### src/aco_pkg.sv
// package: types, constants and command codes for the pheromone update block
`default_nettype none
package aco_pkg;
  localparam int NumVars   = 16;
  localparam int NumValues = 16;
  localparam int NumAnts   = 16;
  localparam int VarW      = 4;
  localparam int ValW      = 4;
  localparam int SlotW     = 5;
  localparam int TabDepth  = NumVars * NumValues;
  localparam int TabAw     = VarW + ValW;
  localparam int PathDepth = (NumAnts + 1) * NumVars;
  localparam int PathAw    = 9;
  localparam int QDepth    = 4;
  localparam int QAw       = 2;

  typedef enum logic [1:0] {
    CMD_INIT   = 2'd0,
    CMD_LOAD   = 2'd1,
    CMD_UPDATE = 2'd2,
    CMD_READ   = 2'd3
  } cmd_t;

  typedef enum logic [1:0] {
    MODE_AS  = 2'd0,
    MODE_EAS = 2'd1,
    MODE_RAS = 2'd2,
    MODE_ACS = 2'd3
  } mode_t;

  localparam logic [2:0] REG_INIT  = 3'd0;
  localparam logic [2:0] REG_EVAP  = 3'd1;
  localparam logic [2:0] REG_MODE  = 3'd2;
  localparam logic [2:0] REG_ELITE = 3'd3;
  localparam logic [2:0] REG_RANK  = 3'd4;
  localparam logic [2:0] REG_VARS  = 3'd5;

  typedef struct packed {
    logic [1:0]  cmd;
    logic [4:0]  ant_slot;
    logic [3:0]  var_index;
    logic [3:0]  value_index;
    logic [31:0] cost;
  } in_item_t;

  typedef struct packed {
    logic [31:0] trail_value;
    logic        done_res;
  } out_item_t;

  // classified work passed from front to back
  typedef struct packed {
    cmd_t        cmd;
    logic [4:0]  ant_slot;
    logic [3:0]  var_index;
    logic [3:0]  value_index;
    logic [31:0] cost;
    logic        in_range;
  } job_t;

  typedef struct packed {
    logic [31:0] init_level;
    logic [15:0] evap_rate;
    logic [1:0]  update_mode;
    logic [7:0]  elite_weight;
    logic [4:0]  rank_count;
    logic [4:0]  vars_in_use;
  } cfg_t;
endpackage
`default_nettype wire

### src/aco_front.sv
// front end: accepts items, classifies and queues jobs
`default_nettype none
module aco_front (
  input  wire logic              clk,
  input  wire logic              rst,
  input  wire logic              in_valid,
  output logic                   in_ready,
  input  wire aco_pkg::in_item_t in_item,
  output logic                   job_valid,
  input  wire logic              job_ready,
  output aco_pkg::job_t          job
);
  import aco_pkg::*;

  job_t         q [QDepth];
  logic [QAw-1:0] wp, rp;
  logic [QAw:0] cnt;
  logic         push, pop;
  job_t         nj;

  assign in_ready  = (cnt != QDepth[QAw:0]);
  assign push      = in_valid && in_ready;
  assign job_valid = (cnt != '0);
  assign pop       = job_valid && job_ready;
  assign job       = q[rp];

  always_comb begin
    nj.cmd         = cmd_t'(in_item.cmd);
    nj.ant_slot    = in_item.ant_slot;
    nj.var_index   = in_item.var_index;
    nj.value_index = in_item.value_index;
    nj.cost        = in_item.cost;
    nj.in_range    = (in_item.ant_slot <= SlotW'(NumAnts));
  end

  always_ff @(posedge clk) begin
    if (push) begin
      q[wp] <= nj;
    end
    if (rst) begin
      wp  <= '0;
      rp  <= '0;
      cnt <= '0;
    end else begin
      if (push) wp <= wp + 1'b1;
      if (pop) rp <= rp + 1'b1;
      cnt <= cnt + {{QAw{1'b0}}, push} - {{QAw{1'b0}}, pop};
    end
  end
endmodule
`default_nettype wire

### config.mk
export PLATFORM = sky130hd
export DESIGN_NAME = aco_front
export DESIGN_NICKNAME = d
export VERILOG_FILES = /design/src/aco_pkg.sv /design/src/aco_front.sv
export SDC_FILE = /design/constraint.sdc
export NUM_CORES = 1
export LEC_CHECK = 0
export BUFFER_PORTS_ARGS = -buffer_cell sky130_fd_sc_hd__buf_2
export CAP_MARGIN = 25
export CORE_MARGIN = 2
export CORE_UTILIZATION = 28
export DETAILED_ROUTE_END_ITERATION = 8
export HOLD_SLACK_MARGIN = 0.08
export PLACE_DENSITY_LB_ADDON = 0.3
export SLEW_MARGIN = 20
export SYNTH_ARGS = -nofsm -noshare
export SYNTH_HDL_FRONTEND = slang
export SYNTH_SLANG_ARGS = --single-unit
### constraint.sdc
create_clock -name clk -period 3.4 [get_ports clk]
set_input_delay 0.34 -clock clk [delete_from_list [all_inputs] [get_ports clk]]
set_output_delay 0.34 -clock clk [all_outputs]
set_load 0.05 [all_outputs]
==> reports/results.tsv, run 1 <==
metric	value	unit
outcome	finished clean	
clk_skew	0.006862	ns
Final Hold Fails	0	
clk sinks	201	
final RePlAce weighted congestion	0.6483	
Final Util	36.41	%
Congestion Overflow GR	0	
Leakage	3.181	nW
final setup violation count	0	
final instance area	9460	µm²
Ys Warns	0	
vias in the first global route	3967	
CP Capture Type	primary output	
synthesized instance count	300	
DR iter-0 viols	187	
Worst Setup Start Kind	flip-flop	
post-route insts no fill	815	
Min-Delay Startpoint	in_item[44]	
antenna-violating nets left	0	
clock slew at reported path FFs	0.06	ns
#FFs+latches synth	201	
initial antenna violation count	1	
die area	27730	µm²
worst path bufs/invs	2	
Final min period	2.694	ns
HPWL Detailed	8.338	mm
clk root buf	clkbuf_16	
H-tree depth	1	
placed cell area	8341	µm²
largest net degree at the start of global routing	49	
Max Root-Sink Buffers	3	
Relative slew margins	47.42	%
Hold Crit Class	primary input to flip-flop	
kind of critical path	flip-flop to primary output	
input/output buffers	100	
TritonCTS buffer count	22	
Net count, final	523	
CP peak stage delay	0.81	ns
setup_tns	0	ns
FF-to-FF End	cnt[2]$_SDFF_PP0_	
WHS Endpoint	q[0][45]$_DFFE_PP_	
worst endpoint required time	3.06	ns
Overall Global Routing Usage	10.22	%
total wire length	14.29	mm
area growth from synthesis to layout	27.91	%
CP Cell Sequence	buf_12 -> mux4_2 -> buf_2	
total power	7.788	mW
fin worst setup slack	0.7063	ns
CP max-delay cell	dfxtp_4	
core area	25980	µm²
via count	3491	
PwrDens	823.2	nW/µm²
Worst R2R Path Depth	11	
average wire per standard cell	17.53	µm
reg2reg setup slack	1.06	ns
Slew @ Worst Pin	0.7887	ns
Initial Utilization	28.46	%
CTS tree	built	
fin crit share	79.23	%
Residual DRC	0	
Mapped Area	7396	µm²
share of cells above drive strength 1	39.87	%
chip height	166.5	µm
crit path max fanout	32	
leading cell types in the layout, fill and taps excluded	edfxtp_1, buf_2, mux4_2	
VDD IR-drop max	0.0005017	V
Seq/Total Area, Yosys	80.39	%
Peak Freq	0.3712	GHz
dpl cells	731	
Synth Net Count	358	
Die W	166.5	µm
first-pass GRT wire length	22.05	mm
RSZ-0062 raised after global routing	no	
most common cell after layout, fill and taps aside	edfxtp_1	
R2R Path Start	cnt[1]$_SDFF_PP0_	
Slew Limit Fails	0	
number of max-cap violations	0	
delay-heaviest family, CP	flip-flops	
hold slack	0.1041	ns
post-synth cell types	25	
vias per cell	4.283	
Cell Rows	59	
critical path data arrival time	2.35	ns
Pre-antenna DRT Iters	4	
number of I/O pins	101	
worst hold path depth	1	
dpl ws	1.038	ns
syn avg cell area	24.65	µm²
clk_lat worst skew	0.49	ns
==> synthesized netlist by cell type <==
master    number  area [µm²]
a21boi_2       1       11.26
buf_6          3       33.78
nor2_1         8       30.03
clkbuf_1       3       11.26
mux4_2        48        1081
xnor2_1        1       8.760
o41ai_1        1       8.760
edfxtp_1     192        5766
xor2_1         2       17.52
o311ai_0       1       8.760
mux2_2         1       11.26
nand2_1        1       3.750
or3_1          1       6.260
inv_1          5       18.77
nand2b_1       2       12.51
and2_1         5       31.28
fa_1           1       20.02
nor3_1         1       5.000
o31a_1         1       8.760
dfxtp_1        9       180.2
buf_2          3       15.01
buf_4          2       15.01
mux2i_1        1       10.01
ha_1           6       75.07
nor2b_1        1       6.260
==> final cells by class <==
cell class | count | area [µm²]
Inverter | 5 | 18.77
Multi-Input combinational cell | 83 | 1361
Antenna cell | 1 | 2.502
Clock buffer | 32 | 609.3
Sequential cell | 201 | 5951
Tap cell | 335 | 419.2
Timing Repair Buffer | 152 | 1041
Clock inverter | 6 | 57.56
Fill cell | 2430 | 16520
==> logic make-up (layout without fill, tap and decap cells) <==
group | count (synthesis) | in the layout | share of synthesized area, %
compound gates | 4 | 4 | 0.5076
xor+xnor | 3 | 3 | 0.3553
fa+ha+maj | 7 | 7 | 1.286
buf+inv | 16 | 195 | 1.269
flops | 201 | 201 | 80.39
mux | 50 | 50 | 14.90
other cells | 0 | 1 | 0
simple gates | 19 | 19 | 1.286
==> routing by layer <==
| layer | wire, µm | GRT usage (%) | share of wire (%) |
|---|---|---|---|
| met5 | 0 | 0 | 0 |
| met4 | 280 | 2.924 | 2.0 |
| met3 | 739 | 2.590 | 5.2 |
| met2 | 6953 | 17.16 | 49 |
| met1 | 6311 | 13.18 | 44 |
==> state kept, by name, summed over array words and instances (netlist names), named ones only <==
name,flops
wp,2
q,192
cnt,3
rp,2
==> power breakdown <==
part           switching, mW  leakage (nW)  internal (mW)
combinational           1.59          1.02          0.765
sequential             0.192          1.83           3.05
clock                  0.878         0.326           1.32
total                   2.66          3.18           5.13
==> worst max path at each step <==
stage / startpoint / endpoint / slack, ns / depth (start not counted)
final: flip-flop / job[15] / 0.71 / 3
after floorplan: cnt[1]$_SDFF_PP0_ / q[0][0]$_DFFE_PP_ / 1.04 / 3
after detailed placement: cnt[1]$_SDFF_PP0_ / cnt[2]$_SDFF_PP0_ / 1.04 / 11
after CTS: flip-flop / job[15] / 0.59 / 3
after global routing: flip-flop / job[15] / 0.50 / 3
after global placement: flip-flop / job[15] / 1.10 / 3
==> repair_timing <==
item | in CTS | in global routing
gates resized for setup | 0 | 0
hold buffers | 45 | 0
buffers inserted | 0 | 0
hold endpoints to repair | 180 | 0
Note: power is estimated with default switching activity, not from simulation.
==> run 2: changes to the inputs <==
==> constraint.sdc (replaced) <==
create_clock -name clk -period 2.25 [get_ports clk]
set_input_delay 0.225 -clock clk [delete_from_list [all_inputs] [get_ports clk]]
set_output_delay 0.225 -clock clk [all_outputs]
set_load 0.05 [all_outputs]
==> run 2 against run 1 <==
Sequential power rose by 47%. Routed wire length rose by 3.7%. Critical path depth did not move. Die area did not move. First-iteration DRC count rose by 15%. Via count rose by 3.3%. Combinational power rose by 64%. Global-route usage rose by 0.40 points. Utilization rose by 0.85 points. Cell count rose by 1.3%. Worst setup slack got worse by 0.61 ns. Critical path type unchanged. Largest power group unchanged. Highest routed layer unchanged.
==> reports/results.tsv, run 2 (synthesized netlist as in run 1, its figures left out) <==
metric	value	unit	change
outcome	finished clean		
crit path max fanout	18		-44%
Net count, final	533		+1.9%
CP Capture Type	primary output		
Slew Limit Fails	0		unchanged
Final min period	2.151	ns	
Initial Utilization	28.46	%	unchanged
final RePlAce weighted congestion	0.6656		+2.7%
Met3 Routed Length	762	µm	+3.1%
CP peak stage delay	0.54	ns	-0.27 ns
Met2 Wirelength	7.491	mm	+7.7%
Die W	166.5	µm	unchanged
Most flops, register	q		
placed cell area	8428	µm²	+1.1%
Leakage	3.274	nW	+2.9%
Highest Signal Layer	met4		
Congestion Overflow GR	0		unchanged
Slew @ Worst Pin	0.5840	ns	-0.2047 ns
CTS tree	built		
PwrDens	1267	nW/µm²	+54%
via count	3607		+3.3%
final setup violation count	0		unchanged
Worst R2R Path Depth	11		unchanged
max reg flops	192		unchanged
average wire per standard cell	17.94	µm	+2.4%
share of cells above drive strength 1	40.94	%	+1.1 points
most common cell after layout, fill and taps aside	edfxtp_1		
area growth from synthesis to layout	30.91	%	
ANT cells	0		-1
number of I/O pins	101		unchanged
clk sinks	201		unchanged
worst endpoint required time	2.03	ns	-1.03 ns
reg2reg setup slack	0.11	ns	-0.95 ns
final instance area	9682	µm²	+2.3%
FF-to-FF End	cnt[2]$_SDFF_PP0_		
Relative slew margins	60.56	%	+13 points
first-pass GRT wire length	22.94	mm	+4.0%
Cell Rows	59		unchanged
CP Cell Sequence	buf_12 -> mux4_2 -> buf_2		
Overall Global Routing Usage	10.62	%	+0.40 points
vias per cell	4.367		+1.9%
core area	25980	µm²	unchanged
CP max-delay cell	mux4_2		
H-tree depth	1		unchanged
VDD IR-drop max	0.0008544	V	+70%
vias in the first global route	4095		+3.2%
die area	27730	µm²	unchanged
TritonCTS buffer count	23		+4.5%
Hold Crit Class	primary input to flip-flop		
Residual DRC	0		unchanged
input/output buffers	100		unchanged
largest net degree at the start of global routing	49		unchanged
clk_skew	0.009268	ns	+0.002406 ns
fin crit share	95.58	%	
Critical Path End	job[37]		
antenna-violating nets left	0		unchanged
HPWL Detailed	8.585	mm	+3.0%
clk_lat worst skew	0.50	ns	about the same
biggest regs	q (192), cnt (3)		
setup_tns	0	ns	unchanged
Filler cells	2430		unchanged
critical path data arrival time	1.93	ns	-0.42 ns
wl on met1	6.272	mm	-0.62%
total wire length	14.82	mm	+3.7%
RSZ-0062 raised after global routing	no		
kind of critical path	flip-flop to primary output		
chip height	166.5	µm	unchanged
Pre-antenna DRT Iters	4		unchanged
hold slack	0.2205	ns	+0.1164 ns
Min-Delay Startpoint	job_ready		
DR iter-0 viols	215		+15%
initial antenna violation count	0		-1
Worst Setup Start Kind	flip-flop		
Peak Freq	0.4650	GHz	
clock slew at reported path FFs	0.05	ns	about the same
Max Root-Sink Buffers	3		unchanged
leading cell types in the layout, fill and taps excluded	edfxtp_1, buf_2, mux4_2, dlygate4sd3_1, clkbuf_16		
Final Hold Fails	0		unchanged
Post-CTS Setup Bufs	0		unchanged
number of max-cap violations	0		unchanged
R2R Path Start	cnt[0]$_SDFF_PP0_		
clk root buf	clkbuf_16		
-- run 2: changes by cell type in the layout (fill, tap and decap cells not counted), moves of 2 or more --
cell           previous run  this run
clkinv_1                  1         3
dlygate4sd3_1            45        48
clkinvlp_4                0         2
bufinv_16                 1         3
buf_12                    3         6
clkbuf_1                  9         7
-- run 2: worst min path at each step --
stage / to / slack, ns / cells past startpoint
global placement: q[1][10]$_DFFE_PP_ / 0.43 / 1
detailed placement: q[1][4]$_DFFE_PP_ / 0.44 / 1
CTS: flip-flop / 0.19 / 4
global route: flip-flop / 0.25 / 4
finish: rp[0]$_SDFFE_PP0P_ / 0.22 / 4
floorplan: q[0][10]$_DFFE_PP_ / 0.32 / 0
-- run 2: routing by layer --
layer / up-vias / global-route usage, %
met5: - / 0
met4: 0 / 3.148
met3: 28 / 2.400
met2: 93 / 18.65
met1: 1870 / 13.13
li1: 1616 / -
-- run 2: per-stage QoR --
stage               std cells  util, %  total power, mW  setup WS, ns
floorplan                 300        -            7.686        0.1191
global placement          736    32.43            8.595        0.1589
detailed placement        736    32.43            8.678       0.01772
CTS                       825    37.12            12.43       0.02144
global route              826    37.26            12.85      0.006060
finish                    826    37.26            12.27       0.09934
-- run 2: worst max-delay path: cells and delay by family, from the launching register on --
kind | cells | cell delay [ns]
multiplexers | 1 | 0.54
flip-flops | 1 | 0.42
buffers and inverters | 2 | 0.44
-- run 2: what timing repair did --
action,4_1_cts,5_1_grt
resized for setup,0,3
endpoints found under the hold margin,195,0
setup endpoints to repair,0,4
hold buffers,48,0
-- run 2: layout make-up --
class	count	area, µm²	share of cell area [%]
Sequential cell	201	5954	61.50
Multi-Input combinational cell	83	1361	14.06
Timing Repair Buffer	161	1191	12.30
Clock buffer	30	601.8	6.216
Tap cell	335	419.2	4.329
Clock inverter	11	135.1	1.396
Inverter	5	18.77	0.1938
-- run 2: where the power goes --
group          total, mW  internal [mW]  switching [mW]  leakage, nW
clock network       3.63           2.23            1.40        0.351
logic               3.88           1.29            2.59         1.09
registers           4.76           4.60           0.159         1.83
total               12.3           8.12            4.15         3.27
==> run 3: changes to the inputs <==
--- a/config.mk
+++ b/config.mk
@@ -7,6 +7,7 @@
 export LEC_CHECK = 0
 export BUFFER_PORTS_ARGS = -buffer_cell sky130_fd_sc_hd__buf_2
 export CAP_MARGIN = 25
+export CORE_ASPECT_RATIO = 1.1
 export CORE_MARGIN = 2
 export CORE_UTILIZATION = 28
 export DETAILED_ROUTE_END_ITERATION = 8
==> run 3 against run 2 <==
Count of clock-buffer cells in the layout is 7 lower. Sequential share of layout area up 0.30 points. Power decreased by 2.5%. Via count is 0.11% lower. Combinational power about the same. Non-clock buffer count did not move. Utilization is 0.29 points lower. Register-to-register slack better by 0.04 ns. Maximum frequency down 1.2%. Die area about the same. Clock power is 8.0% lower. Critical path type unchanged. Critical endpoint is now job[45]. Highest routed layer unchanged.
==> reports/results.tsv, run 3 (synthesized netlist as in run 1, its figures left out) <==
metric	value	unit	change
R2R Path Start	cnt[1]$_SDFF_PP0_		
Slew Limit Fails	0		unchanged
average wire per standard cell	17.26	µm	-3.8%
number of I/O pins	101		unchanged
outcome	finished clean		
PwrDens	1241	nW/µm²	-2.0%
core area	26070	µm²	+0.31%
Max Root-Sink Buffers	3		unchanged
Die W	159.0	µm	-4.5%
Peak Freq	0.4595	GHz	-1.2%
first-pass GRT wire length	22.65	mm	-1.3%
met3 Track Usage GR	2.505	%	+0.11 points
multi-input logic area	1376	µm²	+1.1%
share of cells above drive strength 1	42.18	%	+1.2 points
via count	3603		-0.11%
Final Util	36.97	%	-0.29 points
Relative slew margins	56.15	%	-4.4 points
met1 Use GR	12.90	%	-0.23 points
Min-Delay Startpoint	job_ready		
TritonCTS buffer count	21		-8.7%
area growth from synthesis to layout	30.30	%	
number of max-cap violations	0		unchanged
total wire length	14.47	mm	-2.4%
RSZ-0062 raised after global routing	yes		
leading cell types in the layout, fill and taps excluded	edfxtp_1, buf_2, mux4_2, dlygate4sd3_1, clkbuf_16		
Overall Global Routing Usage	10.58	%	-0.045 points
dpl ws	-0.05950	ns	-0.07722 ns
max reg flops	192		unchanged
Post-CTS Setup Bufs	0		unchanged
initial antenna violation count	0		unchanged
Worst Setup Start Kind	flip-flop		
clk sinks	201		unchanged
worst endpoint required time	2.03	ns	about the same
total power	11.96	mW	-2.5%
Filler cells	2446		+0.66%
placed cell area	8469	µm²	+0.49%
register area	5956	µm²	about the same
final instance area	9637	µm²	-0.47%
H-tree depth	1		unchanged
ANT cells	0		unchanged
Net count, final	531		-0.38%
CTS tree	built		
Residual DRC	0		unchanged
most common cell after layout, fill and taps aside	edfxtp_1		
Pre-antenna DRT Iters	4		unchanged
Hold Crit Class	primary input to flip-flop		
Congestion Overflow GR	0		unchanged
vias per cell	4.300		-1.5%
die area	27730	µm²	about the same
Initial Utilization	28.37	%	-0.087 points
clk_skew	0.007257	ns	-0.002011 ns
critical path data arrival time	1.95	ns	+0.02 ns
largest net degree at the start of global routing	31		-37%
crit path max fanout	18		unchanged
clk root buf	clkbuf_16		
clk_lat worst skew	0.49	ns	about the same
clock slew at reported path FFs	0.06	ns	about the same
DR iter-0 viols	160		-26%
fin crit share	96.73	%	+1.1 points
Cell Rows	62		+5.1%
Slew @ Worst Pin	0.6492	ns	+0.06523 ns
kind of critical path	flip-flop to primary output		
VDD IR-drop max	0.0008620	V	+0.89%
final setup violation count	0		unchanged
Most flops, register	q		
Final min period	2.176	ns	+0.02584 ns
Most Used Layer, Global Route	met2		
Final Hold Fails	0		unchanged
met2 Resource Use GR	18.72	%	+0.074 points
input/output buffers	100		unchanged
chip height	174.5	µm	+4.8%
antenna-violating nets left	0		unchanged
HPWL Detailed	8.675	mm	+1.0%
CP Capture Type	primary output		
final RePlAce weighted congestion	0.6420		-3.5%
biggest regs	q (192), cnt (3)		
setup_tns	0	ns	unchanged
Leakage	3.245	nW	-0.87%
vias in the first global route	4024		-1.7%
fin worst setup slack	0.07351	ns	-0.02584 ns
-- run 3: changes by cell type in the layout (fill, tap and decap cells not counted), moves of 2 or more --
cell        before  now
clkbuf_1         7    2
clkbuf_16       24   21
inv_6            1    4
buf_12           6    8
clkinvlp_4       2    0
-- run 3: worst max-delay path, cell delays in order (launching register included) --
cell and delay, ns:
dfxtp_4 0.36, buf_6 0.27, mux4_2 0.58, buf_2 0.24
-- run 3: final timing paths --
kind	to	slack, ns	depth (start not counted)
worst max register to register	cnt[2]$_SDFF_PP0_	0.15	9
worst min register to register	wp[1]$_SDFFE_PP0P_	0.53	2
worst max-delay path	job[45]	0.07	3
worst min-delay path	flip-flop	0.20	4
-- run 3: area by class of cell --
cell class	instances	share of cell area (%)
Inverter	5	0.1948
Clock buffer	23	5.531
Sequential cell	201	61.80
Clock inverter	13	1.350
Multi-Input combinational cell	83	14.28
Timing Repair Buffer	161	12.27
Tap cell	352	4.570
-- run 3: routing by layer --
layer / part of all wire [%] / vias up
li1: - / 1615
met1: 42 / 1878
met2: 51 / 79
met3: 4.9 / 31
met4: 2.3 / 0
met5: 0 / -
-- run 3: where the power goes --
part           total [mW]  switching, mW  internal, mW
registers            4.76          0.158          4.60
logic                3.86           2.60          1.26
clock network        3.34           1.39          1.95
total                12.0           4.14          7.82
-- run 3: per-stage QoR --
step	instances	hold WS, ns
after floorplan	300	0.3239
after global placement	754	0.4339
after detailed placement	754	0.4470
after CTS	838	0.1678
after global routing	838	0.2167
final	838	0.1968
-- run 3: timing repair --
action | CTS | global route
hold buffers | 48 | 0
resized for setup | 2 | 5
hold endpoints to repair | 195 | 0
endpoints found under the setup margin | 19 | 11
pin swaps | 0 | 0
